File: src/rtl/tbfm_pkg.sv
// Package for the tile border flood mask block.
// Holds the tile geometry, pixel codes and seed mode codes; no dependencies.
package tbfm_pkg;

    localparam int TILE_SIDE = 8;
    localparam int PIX_W     = 4;
    localparam int ROW_W     = TILE_SIDE * PIX_W;
    localparam int CMD_W     = 2;
    localparam int CNT_W     = $clog2(TILE_SIDE);

    typedef logic [ROW_W-1:0]     row_t;
    typedef logic [TILE_SIDE-1:0] mask_t;
    typedef logic [PIX_W-1:0]     pix_t;
    typedef logic [CMD_W-1:0]     cmd_t;

    localparam pix_t WHITE_PIX = 4'hF;
    localparam pix_t BLACK_PIX = 4'h0;
    localparam pix_t RAISE_PIX = 4'h1;

    localparam cmd_t MODE_ALL = 2'd0;
    localparam cmd_t MODE_TL  = 2'd1;
    localparam cmd_t MODE_TR  = 2'd2;

    localparam logic [CNT_W-1:0] LAST_ROW = CNT_W'(TILE_SIDE - 1);

endpackage

File: src/rtl/tbfm_if.sv
// Valid/ready channel interfaces for tile requests and masked tile results.
// Depends on tbfm_pkg for the row and command types.
interface tbfm_req_if;
    logic            valid;
    logic            ready;
    tbfm_pkg::cmd_t  cmd;
    tbfm_pkg::row_t  row_in0;
    tbfm_pkg::row_t  row_in1;
    tbfm_pkg::row_t  row_in2;
    tbfm_pkg::row_t  row_in3;
    tbfm_pkg::row_t  row_in4;
    tbfm_pkg::row_t  row_in5;
    tbfm_pkg::row_t  row_in6;
    tbfm_pkg::row_t  row_in7;

    modport source (
        output valid, cmd, row_in0, row_in1, row_in2, row_in3,
               row_in4, row_in5, row_in6, row_in7,
        input  ready
    );
    modport sink (
        input  valid, cmd, row_in0, row_in1, row_in2, row_in3,
               row_in4, row_in5, row_in6, row_in7,
        output ready
    );
endinterface

interface tbfm_rsp_if;
    logic            valid;
    logic            ready;
    tbfm_pkg::row_t  row_out0;
    tbfm_pkg::row_t  row_out1;
    tbfm_pkg::row_t  row_out2;
    tbfm_pkg::row_t  row_out3;
    tbfm_pkg::row_t  row_out4;
    tbfm_pkg::row_t  row_out5;
    tbfm_pkg::row_t  row_out6;
    tbfm_pkg::row_t  row_out7;

    modport source (
        output valid, row_out0, row_out1, row_out2, row_out3,
               row_out4, row_out5, row_out6, row_out7,
        input  ready
    );
    modport sink (
        input  valid, row_out0, row_out1, row_out2, row_out3,
               row_out4, row_out5, row_out6, row_out7,
        output ready
    );
endinterface

File: src/rtl/tbfm_dilate.sv
// Shared row dilation unit: grows the mark of one row by one step inside white.
// Depends on tbfm_pkg for the mask type.
module tbfm_dilate (
    input  tbfm_pkg::mask_t white,
    input  tbfm_pkg::mask_t mark_cur,
    input  tbfm_pkg::mask_t mark_up,
    input  tbfm_pkg::mask_t mark_down,
    input  logic            has_up,
    input  logic            has_down,
    output tbfm_pkg::mask_t mark_new,
    output logic            changed
);

    tbfm_pkg::mask_t grow;

    always_comb
    begin
        grow = mark_cur | (mark_cur << 1) | (mark_cur >> 1);
        if (has_up)
        begin
            grow = grow | mark_up;
        end
        if (has_down)
        begin
            grow = grow | mark_down;
        end
        mark_new = mark_cur | (grow & white);
        changed  = (mark_new != mark_cur);
    end

endmodule

File: src/rtl/tbfm_remap.sv
// Output remap of one row: marked pixels become 0 and unmarked zeros become 1.
// Depends on tbfm_pkg for the row, mask and pixel codes.
module tbfm_remap (
    input  tbfm_pkg::row_t  pix_row,
    input  tbfm_pkg::mask_t mark,
    output tbfm_pkg::row_t  out_row
);

    always_comb
    begin
        out_row = pix_row;
        for (int x = 0; x < tbfm_pkg::TILE_SIDE; x++)
        begin
            if (mark[x])
            begin
                out_row[x*tbfm_pkg::PIX_W +: tbfm_pkg::PIX_W] = tbfm_pkg::BLACK_PIX;
            end
            else if (pix_row[x*tbfm_pkg::PIX_W +: tbfm_pkg::PIX_W] == tbfm_pkg::BLACK_PIX)
            begin
                out_row[x*tbfm_pkg::PIX_W +: tbfm_pkg::PIX_W] = tbfm_pkg::RAISE_PIX;
            end
        end
    end

endmodule

File: src/rtl/tile_border_flood_mask_unit.sv
// Tile border flood mask, top level: sequencer, tile storage and result port.
// Depends on tbfm_pkg, tbfm_if, tbfm_dilate and tbfm_remap.
//
// A request on tile_req carries a seed mode (cmd) and eight row words of an
// 8x8 tile of 4-bit pixels. White pixels on the chosen edges seed a mark that
// spreads through 4-connected white pixels. The result on tile_rsp gives the
// tile with marked pixels set to 0 and other zero pixels raised to 1.
// One tile is in flight at a time; tile_req.ready is high only while idle.
// After acceptance the tile is swept one row per cycle through a single row
// dilation unit, the rows rotating past it. Sweeps repeat until one
// completes with no new mark, so a tile needs N sweeps, where N is 1 plus
// the number of sweeps that add marks. Each such sweep marks at least one of
// at most 63 unseeded pixels, so N is at most 64; a tile whose marks do not
// spread beyond its seeds ends after its first sweep. The next request can
// be taken in the cycle after the result is taken.
// The result is held on tile_rsp, valid high, until tile_rsp.ready takes it;
// a stalled receiver simply holds the block in that state.
// Reset returns the block to idle and drops any tile in progress.
module tile_border_flood_mask_unit (
    input  logic              clk,
    input  logic              rst_n,
    tbfm_req_if.sink          tile_req,
    tbfm_rsp_if.source        tile_rsp
);

    localparam int S = tbfm_pkg::TILE_SIDE;
    localparam int P = tbfm_pkg::PIX_W;

    typedef enum logic [1:0] {
        ST_IDLE,
        ST_RUN,
        ST_OUT
    } state_t;

    state_t                        state_reg, state_next;
    logic [tbfm_pkg::CNT_W-1:0]    cnt_reg, cnt_next;
    logic                          chg_reg, chg_next;

    tbfm_pkg::row_t                pix_reg   [S];
    tbfm_pkg::row_t                pix_next  [S];
    tbfm_pkg::mask_t               white_reg [S];
    tbfm_pkg::mask_t               white_next[S];
    tbfm_pkg::mask_t               mark_reg  [S];
    tbfm_pkg::mask_t               mark_next [S];

    tbfm_pkg::row_t                in_rows   [S];
    tbfm_pkg::mask_t               in_white  [S];
    tbfm_pkg::mask_t               in_mark   [S];
    tbfm_pkg::row_t                out_rows  [S];

    tbfm_pkg::mask_t               row_mark_new;
    logic                          row_changed;
    logic                          seed_bottom;
    logic                          left_seed;
    logic                          seed_right;
    logic                          accept;

    assign in_rows[0] = tile_req.row_in0;
    assign in_rows[1] = tile_req.row_in1;
    assign in_rows[2] = tile_req.row_in2;
    assign in_rows[3] = tile_req.row_in3;
    assign in_rows[4] = tile_req.row_in4;
    assign in_rows[5] = tile_req.row_in5;
    assign in_rows[6] = tile_req.row_in6;
    assign in_rows[7] = tile_req.row_in7;

    assign tile_req.ready = (state_reg == ST_IDLE);
    assign accept         = tile_req.valid && tile_req.ready;

    assign seed_bottom = (tile_req.cmd != tbfm_pkg::MODE_TL) &&
                         (tile_req.cmd != tbfm_pkg::MODE_TR);
    assign left_seed   = (tile_req.cmd != tbfm_pkg::MODE_TR);
    assign seed_right  = (tile_req.cmd != tbfm_pkg::MODE_TL);

    always_comb
    begin
        for (int y = 0; y < S; y++)
        begin
            for (int x = 0; x < S; x++)
            begin
                in_white[y][x] = (in_rows[y][x*P +: P] == tbfm_pkg::WHITE_PIX);
                in_mark[y][x]  = in_white[y][x] &&
                                 ((y == 0) ||
                                  ((y == S - 1) && seed_bottom) ||
                                  ((x == 0) && left_seed) ||
                                  ((x == S - 1) && seed_right));
            end
        end
    end

    tbfm_dilate u_dilate (
        .white     (white_reg[0]),
        .mark_cur  (mark_reg[0]),
        .mark_up   (mark_reg[S-1]),
        .mark_down (mark_reg[1]),
        .has_up    (cnt_reg != '0),
        .has_down  (cnt_reg != tbfm_pkg::LAST_ROW),
        .mark_new  (row_mark_new),
        .changed   (row_changed)
    );

    always_comb
    begin
        state_next = state_reg;
        cnt_next   = cnt_reg;
        chg_next   = chg_reg;
        for (int y = 0; y < S; y++)
        begin
            pix_next[y]   = pix_reg[y];
            white_next[y] = white_reg[y];
            mark_next[y]  = mark_reg[y];
        end

        case (state_reg)
            ST_IDLE:
            begin
                if (accept)
                begin
                    for (int y = 0; y < S; y++)
                    begin
                        pix_next[y]   = in_rows[y];
                        white_next[y] = in_white[y];
                        mark_next[y]  = in_mark[y];
                    end
                    cnt_next   = '0;
                    chg_next   = 1'b0;
                    state_next = ST_RUN;
                end
            end
            ST_RUN:
            begin
                for (int y = 0; y < S - 1; y++)
                begin
                    pix_next[y]   = pix_reg[y+1];
                    white_next[y] = white_reg[y+1];
                    mark_next[y]  = mark_reg[y+1];
                end
                pix_next[S-1]   = pix_reg[0];
                white_next[S-1] = white_reg[0];
                mark_next[S-1]  = row_mark_new;
                if (cnt_reg == tbfm_pkg::LAST_ROW)
                begin
                    cnt_next = '0;
                    chg_next = 1'b0;
                    if (!(chg_reg || row_changed))
                    begin
                        state_next = ST_OUT;
                    end
                end
                else
                begin
                    cnt_next = cnt_reg + tbfm_pkg::CNT_W'(1);
                    chg_next = chg_reg || row_changed;
                end
            end
            ST_OUT:
            begin
                if (tile_rsp.ready)
                begin
                    state_next = ST_IDLE;
                end
            end
            default:
            begin
                state_next = ST_IDLE;
            end
        endcase
    end

    always_ff @(posedge clk or negedge rst_n)
    begin
        if (!rst_n)
        begin
            state_reg <= ST_IDLE;
            cnt_reg   <= '0;
            chg_reg   <= 1'b0;
        end
        else
        begin
            state_reg <= state_next;
            cnt_reg   <= cnt_next;
            chg_reg   <= chg_next;
        end
    end

    always_ff @(posedge clk)
    begin
        for (int y = 0; y < S; y++)
        begin
            pix_reg[y]   <= pix_next[y];
            white_reg[y] <= white_next[y];
            mark_reg[y]  <= mark_next[y];
        end
    end

    for (genvar g = 0; g < S; g++)
    begin : g_remap
        tbfm_remap u_remap (
            .pix_row (pix_reg[g]),
            .mark    (mark_reg[g]),
            .out_row (out_rows[g])
        );
    end

    assign tile_rsp.valid    = (state_reg == ST_OUT);
    assign tile_rsp.row_out0 = out_rows[0];
    assign tile_rsp.row_out1 = out_rows[1];
    assign tile_rsp.row_out2 = out_rows[2];
    assign tile_rsp.row_out3 = out_rows[3];
    assign tile_rsp.row_out4 = out_rows[4];
    assign tile_rsp.row_out5 = out_rows[5];
    assign tile_rsp.row_out6 = out_rows[6];
    assign tile_rsp.row_out7 = out_rows[7];

endmodule

File: src/flat_wrapper.sv
// flat-port wrapper written by rule: the top's interface ports become plain ports
module tile_border_flood_mask_unit_flat 
  (clk, rst_n, tile_req_valid, tile_req_cmd, tile_req_row_in0, tile_req_row_in1, tile_req_row_in2, tile_req_row_in3, tile_req_row_in4, tile_req_row_in5, tile_req_row_in6, tile_req_row_in7, tile_req_ready, tile_rsp_valid, tile_rsp_row_out0, tile_rsp_row_out1, tile_rsp_row_out2, tile_rsp_row_out3, tile_rsp_row_out4, tile_rsp_row_out5, tile_rsp_row_out6, tile_rsp_row_out7, tile_rsp_ready);
  tbfm_req_if tile_req_i ();
  tbfm_rsp_if tile_rsp_i ();
  input  logic clk;
  input  logic rst_n;
  input wire logic [$bits(tile_req_i.valid)-1:0] tile_req_valid;
  input wire logic [$bits(tile_req_i.cmd)-1:0] tile_req_cmd;
  input wire logic [$bits(tile_req_i.row_in0)-1:0] tile_req_row_in0;
  input wire logic [$bits(tile_req_i.row_in1)-1:0] tile_req_row_in1;
  input wire logic [$bits(tile_req_i.row_in2)-1:0] tile_req_row_in2;
  input wire logic [$bits(tile_req_i.row_in3)-1:0] tile_req_row_in3;
  input wire logic [$bits(tile_req_i.row_in4)-1:0] tile_req_row_in4;
  input wire logic [$bits(tile_req_i.row_in5)-1:0] tile_req_row_in5;
  input wire logic [$bits(tile_req_i.row_in6)-1:0] tile_req_row_in6;
  input wire logic [$bits(tile_req_i.row_in7)-1:0] tile_req_row_in7;
  output wire logic [$bits(tile_req_i.ready)-1:0] tile_req_ready;
  output wire logic [$bits(tile_rsp_i.valid)-1:0] tile_rsp_valid;
  output wire logic [$bits(tile_rsp_i.row_out0)-1:0] tile_rsp_row_out0;
  output wire logic [$bits(tile_rsp_i.row_out1)-1:0] tile_rsp_row_out1;
  output wire logic [$bits(tile_rsp_i.row_out2)-1:0] tile_rsp_row_out2;
  output wire logic [$bits(tile_rsp_i.row_out3)-1:0] tile_rsp_row_out3;
  output wire logic [$bits(tile_rsp_i.row_out4)-1:0] tile_rsp_row_out4;
  output wire logic [$bits(tile_rsp_i.row_out5)-1:0] tile_rsp_row_out5;
  output wire logic [$bits(tile_rsp_i.row_out6)-1:0] tile_rsp_row_out6;
  output wire logic [$bits(tile_rsp_i.row_out7)-1:0] tile_rsp_row_out7;
  input wire logic [$bits(tile_rsp_i.ready)-1:0] tile_rsp_ready;
  assign tile_req_i.valid = tile_req_valid;
  assign tile_req_i.cmd = tile_req_cmd;
  assign tile_req_i.row_in0 = tile_req_row_in0;
  assign tile_req_i.row_in1 = tile_req_row_in1;
  assign tile_req_i.row_in2 = tile_req_row_in2;
  assign tile_req_i.row_in3 = tile_req_row_in3;
  assign tile_req_i.row_in4 = tile_req_row_in4;
  assign tile_req_i.row_in5 = tile_req_row_in5;
  assign tile_req_i.row_in6 = tile_req_row_in6;
  assign tile_req_i.row_in7 = tile_req_row_in7;
  assign tile_req_ready = tile_req_i.ready;
  assign tile_rsp_valid = tile_rsp_i.valid;
  assign tile_rsp_row_out0 = tile_rsp_i.row_out0;
  assign tile_rsp_row_out1 = tile_rsp_i.row_out1;
  assign tile_rsp_row_out2 = tile_rsp_i.row_out2;
  assign tile_rsp_row_out3 = tile_rsp_i.row_out3;
  assign tile_rsp_row_out4 = tile_rsp_i.row_out4;
  assign tile_rsp_row_out5 = tile_rsp_i.row_out5;
  assign tile_rsp_row_out6 = tile_rsp_i.row_out6;
  assign tile_rsp_row_out7 = tile_rsp_i.row_out7;
  assign tile_rsp_i.ready = tile_rsp_ready;
  tile_border_flood_mask_unit u_core (.clk(clk), .rst_n(rst_n), .tile_req(tile_req_i), .tile_rsp(tile_rsp_i));
endmodule
File: config.mk
export PLATFORM = sky130hd
export DESIGN_NAME = tile_border_flood_mask_unit_flat
export DESIGN_NICKNAME = d
export VERILOG_FILES = /design/src/rtl/tbfm_pkg.sv /design/src/rtl/tbfm_if.sv /design/src/rtl/tbfm_dilate.sv /design/src/rtl/tbfm_remap.sv /design/src/rtl/tile_border_flood_mask_unit.sv /design/src/flat_wrapper.sv
export SDC_FILE = /design/constraint.sdc
export NUM_CORES = 1
export LEC_CHECK = 0
export ABC_AREA = 1
export BUFFER_PORTS_ARGS = -buffer_cell sky130_fd_sc_hd__buf_4
export CAP_MARGIN = 20
export CORE_AREA = 3 3 204 206
export DETAILED_ROUTE_END_ITERATION = 12
export DIE_AREA = 0 0 207 209
export PLACE_DENSITY = 0.73
export SYNTH_ARGS = -nofsm -noshare
export SYNTH_HDL_FRONTEND = slang
export SYNTH_SLANG_ARGS = --single-unit
File: constraint.sdc
create_clock -name clk -period 17.1 [get_ports clk]
set_clock_uncertainty 0.05 [all_clocks]
set_input_delay 0.855 -clock clk [delete_from_list [all_inputs] [get_ports clk]]
set_output_delay 0.855 -clock clk [all_outputs]
set_load 0.01 [all_outputs]
# Word level (Yosys, flattened, before mapping)
# Memories as Yosys holds them, arrays and structs flattened.
# Index checks and enable logic that the tools add are counted.
dict set report word_totals {
  reg_bits 6
  ram_bits 384
  in_bits 262
  output_inout_bits 258
  elab_cells 329
  memories 3
}
dict set report classes {
  addsub 1
  eq_ne 75
  muxes 147
  bitwise_logic 6
  n_reduce_logical 94
}
# name words word_bits read_ports rd_ports_with_merged_regs wr line_no
set mem_list {}
lappend mem_list {u_core.pix_reg 8 32 8 0 8 tile_border_flood_mask_unit.sv:39} ;# tbfm_pkg::row_t pix_reg [S];
lappend mem_list {u_core.mark_reg 8 8 8 0 8 tile_border_flood_mask_unit.sv:43} ;# tbfm_pkg::mask_t mark_reg [S];
lappend mem_list {u_core.white_reg 8 8 8 0 8 tile_border_flood_mask_unit.sv:41} ;# tbfm_pkg::mask_t white_reg [S];
# op n
set ops {}
lappend ops {{4-bit two-way mux} 128}
lappend ops {{256-bit case mux with 2 select lines} 1}
lappend ops {{4-bit equality test (second input constant)} 64}
lappend ops {{4-bit zero test} 64}
lappend ops {{256-bit two-way mux} 1}
lappend ops {{64-bit case mux with 2 select lines} 2}
lappend ops {{64-bit two-way mux} 2}
lappend ops {{8-bit OR} 4}
lappend ops {{1-bit logical AND} 22}
lappend ops {{8-bit two-way mux} 2}
lappend ops {{8-bit AND} 1}
lappend ops {{2-bit two-way mux} 4}
lappend ops {{8-bit != test} 1}
lappend ops {{8-bit by 7-bit OR with 8-bit output} 1}
lappend ops {{3-bit two-way mux} 2}
lappend ops {{2-bit by 1-bit != test with 1-bit output (second input constant)} 3}
lappend ops {{2-bit != test (second input constant)} 3}
lappend ops {{2-bit case mux with 3 select lines} 1}
lappend ops {{3-bit case mux with 2 select lines} 1}
lappend ops {{4-bit AND reduction} 1}
lappend ops {{3-bit by 1-bit adder with 3-bit output (second input constant)} 1}
lappend ops {{3-bit equality test (second input constant)} 1}
lappend ops {{1-bit logical OR} 3}
lappend ops {{3-bit != test (second input constant)} 1}
lappend ops {{other kinds (8)} 9}

# Logic depth before layout (Yosys ltp)
# Gate-level depths: netlist of run 1.
# An unclocked memory read counts as a cell.
dict set report logic_depth {
  word_depth 14
  ltp_mapped 11
  ltp_nobuf 11
}

# Cells and area by module
# A second synthesis of run 1 with hierarchy kept.
dict set report hier_totals {
  hier_cells 2415
  hier_area_um2 20016.7
}
# mod n_inst cells_per_inst area_each_um2 seq_area_each_um2
set modules_own_cells {}
lappend modules_own_cells {tile_border_flood_mask_unit 1 1696 16943.8 11681.2}
lappend modules_own_cells {tbfm_remap 8 80 340.3 0.0}
lappend modules_own_cells {tbfm_dilate 1 79 350.3 0.0}

# Least setup slack after synthesis of run 1
# No wires, ideal clock.
dict set report synth_timing {
  path_kind {register to register}
  startpoint {register u_core.state_reg[1]}
  endpoint {register u_core.chg_reg}
  setup_time_ns 0.516
  t_arrival_ns 9.577
  required_time_ns 16.534
  setup_slack_ns 6.957
  stages_incl_launch_ff 7
  path_buffers 2
  synth_period_minus_slack_ns 10.143
  path_cell_list {dfrtp_1 > nor2_4 > inv_4 > buf_6 > buf_2 > nand2_1 > o21ai_0}
}
dict set report synth_via {
  elab_chain_len 4
  elab_cells_between_ends 7
  classes_between {2 x eq/ne; 1 x mux; 4 x reduce/logical}
}
# element line_no
set synth_lines {}
lappend synth_lines {{from (decl)} tile_border_flood_mask_unit.sv:35} ;# state_t state_reg, state_next;
lappend synth_lines {{from (signal assigned)} tile_border_flood_mask_unit.sv:180} ;# state_reg <= state_next;
lappend synth_lines {{2-bit zero test} {tile_border_flood_mask_unit.sv:67, tile_border_flood_mask_unit.sv:114}}
lappend synth_lines {{1-bit logical AND} tile_border_flood_mask_unit.sv:68} ;# assign accept = tile_req.valid && tile_req.ready;
lappend synth_lines {{2-bit != test (no line)} -}
lappend synth_lines {{2-bit AND reduction (no line)} -}
lappend synth_lines {{to (signal assigned)} tile_border_flood_mask_unit.sv:182} ;# chg_reg <= chg_next;
lappend synth_lines {{to (decl)} tile_border_flood_mask_unit.sv:37} ;# logic chg_reg, chg_next;
# Several ways; a longest one is shown, not always the timed one.
# A chain may end at the register's enable or synchronous reset.

==> results of run 1 <==
-- layout by cell type (no fill, tap or decap), types with 3 or more instances in the layout --
cell type,count
a21oi_1,50
dfrtp_1,6
inv_1,355
o21ai_0,236
o21ai_1,94
clkbuf_1,10
nor3_1,4
clkinv_2,5
diode_2,6
or3b_2,7
clkbuf_16,41
a31oi_1,24
nand3_1,105
nor2_1,256
or2_2,3
buf_4,526
clkinv_1,13
edfxtp_1,384
ha_1,5
or4_1,15
nand2_1,397
-- final timing paths --
| path | end | from | depth (start not counted) |
|---|---|---|---|
| worst max-delay path | u_core.pix_reg[0][119] | u_core.state_reg[0] | 6 |
| worst min-delay path | u_core.state_reg[0] | rst_n | 1 |
| worst max register to register | u_core.pix_reg[0][119] | u_core.state_reg[0] | 6 |
| worst min register to register | u_core.white_reg[0][5] | u_core.white_reg[0][13] | 2 |
| max in group asynchronous | u_core.cnt_reg[1] | rst_n | 1 |
| min in group clk | u_core.white_reg[0][5] | u_core.white_reg[0][13] | 2 |
-- worst max-delay path: cells and delay by family, from the launching register on --
kind          cells  cell delay, ns
simple gates      2            1.20
flops             1            0.39
buf+inv           4            2.33
-- where the power goes --
group	leakage [nW]	switching, mW	internal, mW
logic	6.48	1.12	0.711
registers	4.23	0.309	1.71
clock network	0.571	0.361	0.453
total	11.3	1.79	2.87
-- metrics by stage --
stage	std cells	utilization	area (um2)	hold WS [ns]	setup slack [ns]
6_report	3079	0.609	24200	0.0662	12.63
5_1_grt	3079	0.609	24200	0.0573	12.32
4_1_cts	3072	0.608	24200	0.0431	12.62
3_5_place_dp	3001	0.578	23000	0.456	12.64
3_3_place_gp	3001	0.578	23000	0.452	12.72
2_1_floorplan	2023	-	18700	0.445	6.96
-- cells by family after synthesis --
logic type | after synthesis | synth area share
AOI/OAI and AO/OA | 406 | 0.110
adders and majority gates | 5 | 0.00334
buffers and inverters | 430 | 0.0910
DFF | 390 | 0.623
and+or+nand+nor | 792 | 0.172
-- metal layers --
metal,track usage,vias up,wire [um]
met5,0,-,89
met4,0.107,12,2250
met3,0.0739,124,6620
met2,0.516,870,33600
met1,0.369,7792,25500
li1,-,7672,-
-- final cells by class --
type | instances | area (um2) | share of cell area
Clock inverter | 20 | 111 | 0.00459
Sequential cell | 390 | 11700 | 0.482
Inverter | 356 | 1350 | 0.0557
Tap cell | 525 | 657 | 0.0271
Antenna cell | 6 | 15.0 | 0.000619
Multi-Input combinational cell | 1203 | 5360 | 0.221
Clock buffer | 51 | 1060 | 0.0439
Timing Repair Buffer | 528 | 4000 | 0.165
==> impl_metrics.env, run 1 <==
export IMPL_status="finished clean"
export IMPL_port_buffers=519
export IMPL_clock_sinks=390
export IMPL_gp_congestion=1.01
export IMPL_drt_iter0_drc=1762
export IMPL_grt_pass1_wl_um=97700
export IMPL_yosysTopAreaCell="edfxtp_1"
export IMPL_syn_area_um2=18700
export IMPL_post_cts_resized=0
export IMPL_netlist_top_cells_area="edfxtp_1, nand2_1, inv_1"
export IMPL_grt_antenna_before_repair=12
export IMPL_crit_type="reg -> reg"
export IMPL_drc=0
export IMPL_cts_root_buffer="clkbuf_16"
export IMPL_synth_most_common_cell="nand2_1"
export IMPL_synthFlopType="edfxtp_1"
export IMPL_layout_drive_gt1_share=0.231
export IMPL_largest_reg_flops=256
export IMPL_synthArstFlopShare=0.0154
export IMPL_avgRoutedWirePerCell_um=22.1
export IMPL_die_x_um=207
export IMPL_tns_ns=0
export IMPL_fillCellCount=3450
export IMPL_p_leak_nw=11.3
export IMPL_cap_violations=0
export IMPL_yosys_top_cells_count="nand2_1, edfxtp_1, inv_1"
export IMPL_worstSkewPairLatency_ns=0.55
export IMPL_powerDensity_nw_per_um2=192
export IMPL_dp_final_hpwl_um=52300
export IMPL_holdBufCountCts=0
export IMPL_syn_nets=2290
export IMPL_slew_limit_headroom=0.271
export IMPL_peakVddDrop_mv=0.0938
export IMPL_dieHeight_um=209
export IMPL_ioPinCount=520
export IMPL_grt_setup_unrepaired="false"
export IMPL_wl_um=68100
export IMPL_grt_max_degree=190
export IMPL_synth_top_area_frac=0.615
export IMPL_start_util=0.471
export IMPL_cp_max_fo=164
export IMPL_path_clk_slew_ns=0.06
export IMPL_grt_pass1_vias=15900
export IMPL_synth_warnings=0
export IMPL_nNetsFinal=2787
export IMPL_path_common_cell="buf_4"
export IMPL_finalPower_mw=4.66
export IMPL_max_freq_mhz=224
export IMPL_overflow=0
export IMPL_period_share=0.261
export IMPL_slowest_stage="nand2_4"
export IMPL_synth_cell_type_count=26
export IMPL_tightestPinTransition_ns=1.09
export IMPL_startpoint_type="flip-flop"
export IMPL_cp_data_required_time_ns=17.21
export IMPL_cp_slowest_stage_delay_ns=1.01
export IMPL_viasPerCell=5.35
export IMPL_netlist_instances=2023
export IMPL_grt_usage=0.300
export IMPL_synth_edf_count=384
export IMPL_postRouteAntennaNets=0
export IMPL_arrival_ns=4.58
export IMPL_cts_tree="yes"
export IMPL_htreeDepth=2
export IMPL_clock_path_buffers=3
export IMPL_synth_area_per_cell_um2=9.27
export IMPL_fin_crit_ns=4.47
export IMPL_dr_pass1_iters=6
export IMPL_hold_path_class="in -> async"
export IMPL_critPathCaptureType="flip-flop"
export IMPL_ys_seq_area_frac=0.623
export IMPL_worstPathCellList="inv_1 -> nor2_4 -> clkinv_8 -> nand2_4 -> buf_4 -> buf_4"
export IMPL_r2r_slack_ns=12.63
export IMPL_hold_viol_final=0
export IMPL_coreArea_um2=39800
export IMPL_cts_buffers=41
export IMPL_setup_violations=0
export IMPL_rows=73
export IMPL_final_max_slew_viol_count=0
export IMPL_post_cts_buffers=0
export IMPL_syn_to_final_growth_pct=29.3
export IMPL_vias=16500
export IMPL_synth_seq_cells=390
export IMPL_fp_dieArea_um2=43300
Note: power is estimated with default switching activity, not from simulation.
==> run 2: changes to the inputs <==
- ABC_AREA: 1 -> 0
- CORE_AREA: 3 3 204 206 -> unset
- CORE_MARGIN: unset -> 3
- CORE_UTILIZATION: unset -> 48
- DIE_AREA: 0 0 207 209 -> unset
- PLACE_DENSITY: 0.73 -> 0.78
- clock period: 17.1 -> 3.8 ns (I/O delays scaled with it)
==> run 2 against run 1 <==
Compared with the run above:
- synthesized cell count down 2.8%
- flip-flop and latch count unchanged
- clock-buffer cell count grew 3
- worst hold slack better by 0.059 ns
- via count rose by 6.7%
- highest routed layer is now met4
==> impl_metrics.env, run 2 <==
export IMPL_cap_violations=0
export IMPL_cts_tree="yes"
export IMPL_grt_usage=0.301
export IMPL_synth_edf_count=384
export IMPL_fillCellCount=2662
export IMPL_syn_to_final_growth_pct=45.0
export IMPL_startpoint_type="flip-flop"
export IMPL_largest_reg_flops=256
export IMPL_grt_max_degree=136
export IMPL_multiInputGateArea_um2=6820
export IMPL_path_clk_slew_ns=0.06
export IMPL_finalInstanceArea_um2=27300
export IMPL_yosysTopAreaCell="edfxtp_1"
export IMPL_setup_slack_ns=1.46
export IMPL_syn_nets=2233
export IMPL_htreeDepth=2
export IMPL_layout_drive_gt1_share=0.218
export IMPL_die_x_um=204
export IMPL_tns_ns=0
export IMPL_dieHeight_um=204
export IMPL_nNetsFinal=2996
export IMPL_ioPinCount=520
export IMPL_synth_most_common_cell="nand2_1"
export IMPL_final_common_cell="nand2_1"
export IMPL_hold_path_class="in -> reg"
export IMPL_tightestPinTransition_ns=1.08
export IMPL_cp_max_fo=9
export IMPL_rows=71
export IMPL_dp_final_hpwl_um=46000
export IMPL_critPathCaptureType="flip-flop"
export IMPL_overflow=0
export IMPL_grt_antenna_before_repair=5
export IMPL_cp_top_family="compound AO/OA/AOI/OAI gates"
export IMPL_whs_ns=0.125
export IMPL_crit_type="reg -> reg"
export IMPL_register_area_um2=11700
export IMPL_netlist_top_cells_area="edfxtp_1, nand2_1, nor2b_1"
export IMPL_arrival_ns=2.51
export IMPL_worstPathCellList="ha_1 -> ha_1 -> inv_1 -> a221oi_1 -> inv_1 -> a21oi_1 -> o22ai_1"
export IMPL_clock_sinks=390
export IMPL_p_leak_nw=12.3
export IMPL_synthArstFlopShare=0.0154
export IMPL_netlist_instances=1966
export IMPL_postRouteAntennaNets=0
export IMPL_start_util=0.494
export IMPL_synth_seq_cells=390
export IMPL_dr_pass1_iters=5
export IMPL_placed_area_um2=23400
export IMPL_viasPerCell=5.36
export IMPL_grt_setup_unrepaired="false"
export IMPL_post_cts_buffers=0
export IMPL_cts_root_buffer="clkbuf_16"
export IMPL_drt_iter0_drc=1690
export IMPL_setup_violations=0
export IMPL_port_buffers=519
export IMPL_hold_viol_final=0
export IMPL_post_cts_resized=0
export IMPL_cts_buffers=41
export IMPL_instances_no_fill=3275
export IMPL_wl_um=65700
export IMPL_avgRoutedWirePerCell_um=20.1
export IMPL_slowest_stage="a221oi_1"
export IMPL_cp_num_buf_inv=2
export IMPL_pre_cts_ws_ns=1.55
export IMPL_cp_data_required_time_ns=3.97
export IMPL_synthFlopType="edfxtp_1"
export IMPL_synth_warnings=0
export IMPL_slew_limit_headroom=0.278
export IMPL_drc=0
export IMPL_coreArea_um2=38100
export IMPL_grt_pass1_vias=17100
export IMPL_status="finished clean"
export IMPL_final_max_slew_viol_count=0
export IMPL_grt_pass1_wl_um=96500
export IMPL_fp_dieArea_um2=41600
export IMPL_synth_area_per_cell_um2=9.57
export IMPL_gp_congestion=0.941
export IMPL_ys_seq_area_frac=0.621
export IMPL_powerDensity_nw_per_um2=806
export IMPL_synth_cell_type_count=33
export IMPL_dp_cells=2937
export IMPL_fin_crit_ns=2.34
export IMPL_clock_path_buffers=3
export IMPL_peakVddDrop_mv=0.550
export IMPL_yosys_top_cells_count="nand2_1, edfxtp_1, nor2b_1"
export IMPL_syn_area_um2=18800
export IMPL_period_share=0.617
export IMPL_vias=17600
export IMPL_cp_slowest_stage_delay_ns=0.55
export IMPL_worstSkewPairLatency_ns=0.53
export IMPL_synth_top_area_frac=0.613
export IMPL_layout_common_cells="nand2_1, buf_4, edfxtp_1"
export IMPL_max_freq_mhz=427
export IMPL_r2r_slack_ns=1.46
==> run 2: worst paths after layout <==
kind,cells after the start,to,from
setup / recovery,7,u_core.mark_reg[1][31],u_core.cnt_reg[0]
hold / removal,3,u_core.mark_reg[1][24],tile_req_cmd[1]
setup reg to reg,7,u_core.mark_reg[1][31],u_core.cnt_reg[0]
hold reg to reg,2,u_core.white_reg[1][15],u_core.white_reg[1][23]
max in group asynchronous,3,u_core.state_reg[0],rst_n
min in group asynchronous,3,u_core.chg_reg,rst_n
==> run 2: cell type report <==
cell class,instances,area share
clock buffer,54,0.0409
timing repair buffer,799,0.249
multi-input combinational,1484,0.250
inverter,13,0.00193
tap,511,0.0234
sequential,390,0.428
antenna,6,0.000550
clock inverter,18,0.00601
==> run 2: timing repair <==
item                                   CTS  global route
hold buffers                           260             0
endpoints found under the hold margin  267             0
setup endpoints to repair                0             0
==> run 2: per-layer routing <==
| layer | up-vias | wire (um) | global-route usage |
|---|---|---|---|
| li1 | 8143 | - | - |
| met1 | 8281 | 26000 | 0.401 |
| met2 | 981 | 30500 | 0.480 |
| met3 | 162 | 6620 | 0.0761 |
| met4 | 0 | 2620 | 0.110 |
| met5 | - | 0 | 0 |
==> run 2: through the flow <==
| stage | util | power, mW |
|---|---|---|
| after detailed placement | 0.614 | 17.6 |
| after global placement | 0.614 | 17.5 |
| final | 0.716 | 22.0 |
| after CTS | 0.716 | 21.8 |
| after floorplan | - | 13.3 |
| after global routing | 0.716 | 23.2 |
==> run 2: worst register-to-register path: cells and delay by family, from the launching register on <==
kind                     cells  cell delay (ns)
buffers and inverters        2             0.26
flip-flops                   1             0.38
AO/OA/AOI/OAI                3             0.85
adder cells (fa/ha/maj)      2             0.50
==> run 2: cells by family (layout without fill, tap and decap cells) <==
family          Yosys count  count (layout)  share of synthesized area
compound gates          120             120                     0.0398
flops                   390             390                      0.621
fa+ha+maj                 5               5                    0.00332
simple gates           1359            1359                      0.318
buf+inv                  92             884                     0.0184
other cells               0               6                          0
==> run 2: power breakdown <==
group	internal, mW	switching, mW
sequential	7.76	2.15
clock	2.27	1.61
combinational	3.75	4.46
==> run 3: changes to the inputs <==
- ABC_AREA: 0 -> 1
- CORE_AREA: unset -> 3 3 204 206
- CORE_MARGIN: 3 -> unset
- CORE_UTILIZATION: 48 -> unset
- DIE_AREA: unset -> 0 0 207 209
- PLACE_DENSITY: 0.78 -> 0.73
- clock period: 3.8 -> 2.2 ns (I/O delays scaled with it)
==> run 3 against run 2 <==
Compared with the run above:
- register-to-register slack lost 1.3 ns
- critical path depth grew 4
- critical endpoint is now u_core.state_reg[0]
- first-iteration DRC count grew 11%
- worst hold slack lost 0.10 ns
==> impl_metrics.env, run 3 (synthesized netlist as in run 1, its figures left out) <==
export IMPL_final_common_cell="buf_4"
export IMPL_htreeDepth=2
export IMPL_dieHeight_um=209
export IMPL_arrival_ns=2.41
export IMPL_overflow=0
export IMPL_wl_met1_um=26500
export IMPL_pre_cts_ws_ns=0.191
export IMPL_final_core_util=0.690
export IMPL_cp_slowest_stage_delay_ns=0.36
export IMPL_path_clk_slew_ns=0.06
export IMPL_fin_crit_ns=2.05
export IMPL_ff2ff_path_depth=11
export IMPL_period_share=0.930
export IMPL_start_util=0.471
export IMPL_pwr_share_seq=0.421
export IMPL_worstPathCellList="ha_1 -> ha_1 -> inv_1 -> a21oi_1 -> nand3_1 -> nand3_1 -> nand2_1 -> nor2_1 -> nand2_1 -> nand2_1 -> nand3_1"
export IMPL_status="finished clean"
export IMPL_powerDensity_nw_per_um2=1370
export IMPL_grt_usage=0.313
export IMPL_dp_final_hpwl_um=53400
export IMPL_final_max_slew_viol_count=0
export IMPL_grt_antenna_before_repair=4
export IMPL_peakVddDrop_mv=0.670
export IMPL_cp_startpoint="u_core.cnt_reg[1]"
export IMPL_wl_um=71200
export IMPL_largest_reg_flops=256
export IMPL_reg2reg_to="u_core.state_reg[0]"
export IMPL_startpoint_type="flip-flop"
export IMPL_min_from="tile_req_row_in3[3]"
export IMPL_coreArea_um2=39800
export IMPL_p_sw_mw=14.3
export IMPL_tightestPinTransition_ns=0.471
export IMPL_r2r_slack_ns=0.15
export IMPL_port_buffers=519
export IMPL_post_cts_resized=0
export IMPL_hold_path_class="in -> reg"
export IMPL_clock_sinks=390
export IMPL_cp_top_family="simple AND/OR/NAND/NOR gates"
export IMPL_syn_to_final_growth_pct=46.5
export IMPL_drc=0
export IMPL_grt_max_degree=96
export IMPL_worstSkewPairLatency_ns=0.55
export IMPL_rows=73
export IMPL_setup_violations=0
export IMPL_dr_pass1_iters=6
export IMPL_drt_iter0_drc=1877
export IMPL_gp_congestion=0.967
export IMPL_vias=17800
export IMPL_p_sw_frac=0.379
export IMPL_hold_end="u_core.pix_reg[0][99]"
export IMPL_cp_max_fo=8
export IMPL_die_x_um=207
export IMPL_dr_wl_met3_um=5770
export IMPL_cts_buffers=43
export IMPL_viasPerCell=5.28
export IMPL_p_leak_nw=12.7
export IMPL_cts_root_buffer="clkbuf_16"
export IMPL_cp_data_required_time_ns=2.56
export IMPL_whs_path_depth=3
export IMPL_avgRoutedWirePerCell_um=21.1
export IMPL_cts_tree="yes"
export IMPL_tns_ns=0
export IMPL_post_cts_buffers=0
export IMPL_p_int_mw=23.3
export IMPL_postRouteAntennaNets=0
export IMPL_fp_dieArea_um2=43300
export IMPL_grt_pass1_vias=17800
export IMPL_cap_violations=0
export IMPL_cp_num_buf_inv=1
export IMPL_ioPinCount=520
export IMPL_setup_slack_ns=0.153
export IMPL_grt_pass1_wl_um=104000
export IMPL_p_comb_frac=0.393
export IMPL_layout_common_cells="buf_4, nand2_1, edfxtp_1"
export IMPL_routed_top_layer="met5"
export IMPL_grt_setup_unrepaired="false"
export IMPL_critPathCaptureType="flip-flop"
export IMPL_hold_viol_final=0
export IMPL_clock_path_buffers=3
export IMPL_finalPower_mw=37.6
export IMPL_wl_met2_um=36100
export IMPL_slew_limit_headroom=0.686
export IMPL_nNetsFinal=3079
export IMPL_slowest_stage="dfrtp_1"
export IMPL_max_freq_mhz=489
export IMPL_layout_drive_gt1_share=0.223
export IMPL_p_clk_frac=0.186
export IMPL_crit_type="reg -> reg"
export IMPL_reg2reg_from="u_core.cnt_reg[1]"
-- run 3: final cells by class --
type                            count  area, um2
Sequential cell                   390      11700
Inverter                          356       1350
Antenna cell                        6       15.0
Timing Repair Buffer              818       7050
Clock inverter                     26        230
Multi-Input combinational cell   1203       5370
Clock buffer                       51       1110
Tap cell                          525        657
Fill cell                        2999      12400
-- run 3: per-stage QoR --
stage / area, um2 / std cells / hold WS [ns]
2_1_floorplan: 18800 / 2023 / -0.236
3_3_place_gp: 23500 / 3034 / -0.114
3_5_place_dp: 23500 / 3034 / -0.112
4_1_cts: 27400 / 3369 / 0.00478
5_1_grt: 27500 / 3371 / 0.0150
6_report: 27500 / 3375 / 0.0242
-- run 3: per-layer routing --
layer,vias to the layer above,GRT usage
met4,4,0.107
met1,8446,0.378
li1,8268,-
met5,-,0
met2,963,0.566
met3,141,0.0564
-- run 3: what timing repair did --
item | in CTS | in global routing
hold buffers | 258 | 0
hold endpoints to repair | 305 | 0
setup endpoints to repair | 0 | 0
-- run 3: worst max path at each step --
| stage | to | slack, ns | depth (start not counted) |
|---|---|---|---|
| 4_1_cts | u_core.state_reg[0] | 0.17 | 11 |
| 3_5_place_dp | u_core.state_reg[0] | 0.19 | 11 |
| 3_3_place_gp | u_core.state_reg[0] | 0.19 | 11 |
| 5_1_grt | u_core.state_reg[0] | 0.03 | 11 |
| 6_report | u_core.state_reg[0] | 0.15 | 11 |
| 2_1_floorplan | u_core.mark_reg[0][0] | -0.72 | 6 |
-- run 3: power groups by stage --
stage               Combinational, mW  Clock (mW)  Sequential, mW
floorplan                        7.26           0            14.6
global placement                 13.9           0            15.8
detailed placement               14.1           0            15.8
CTS                              14.6        7.04            15.7
global route                     15.9        7.36            16.1
finish                           14.8        7.00            15.8
-- run 3: worst reg2reg max path: stages (launching register included) --
cell and delay [ns]:
dfrtp_1 0.36, ha_1 0.15, ha_1 0.15, inv_1 0.18
a21oi_1 0.28, nand3_1 0.12, nand3_1 0.09, nand2_1 0.06
nor2_1 0.23, nand2_1 0.11, nand2_1 0.07, nand3_1 0.07
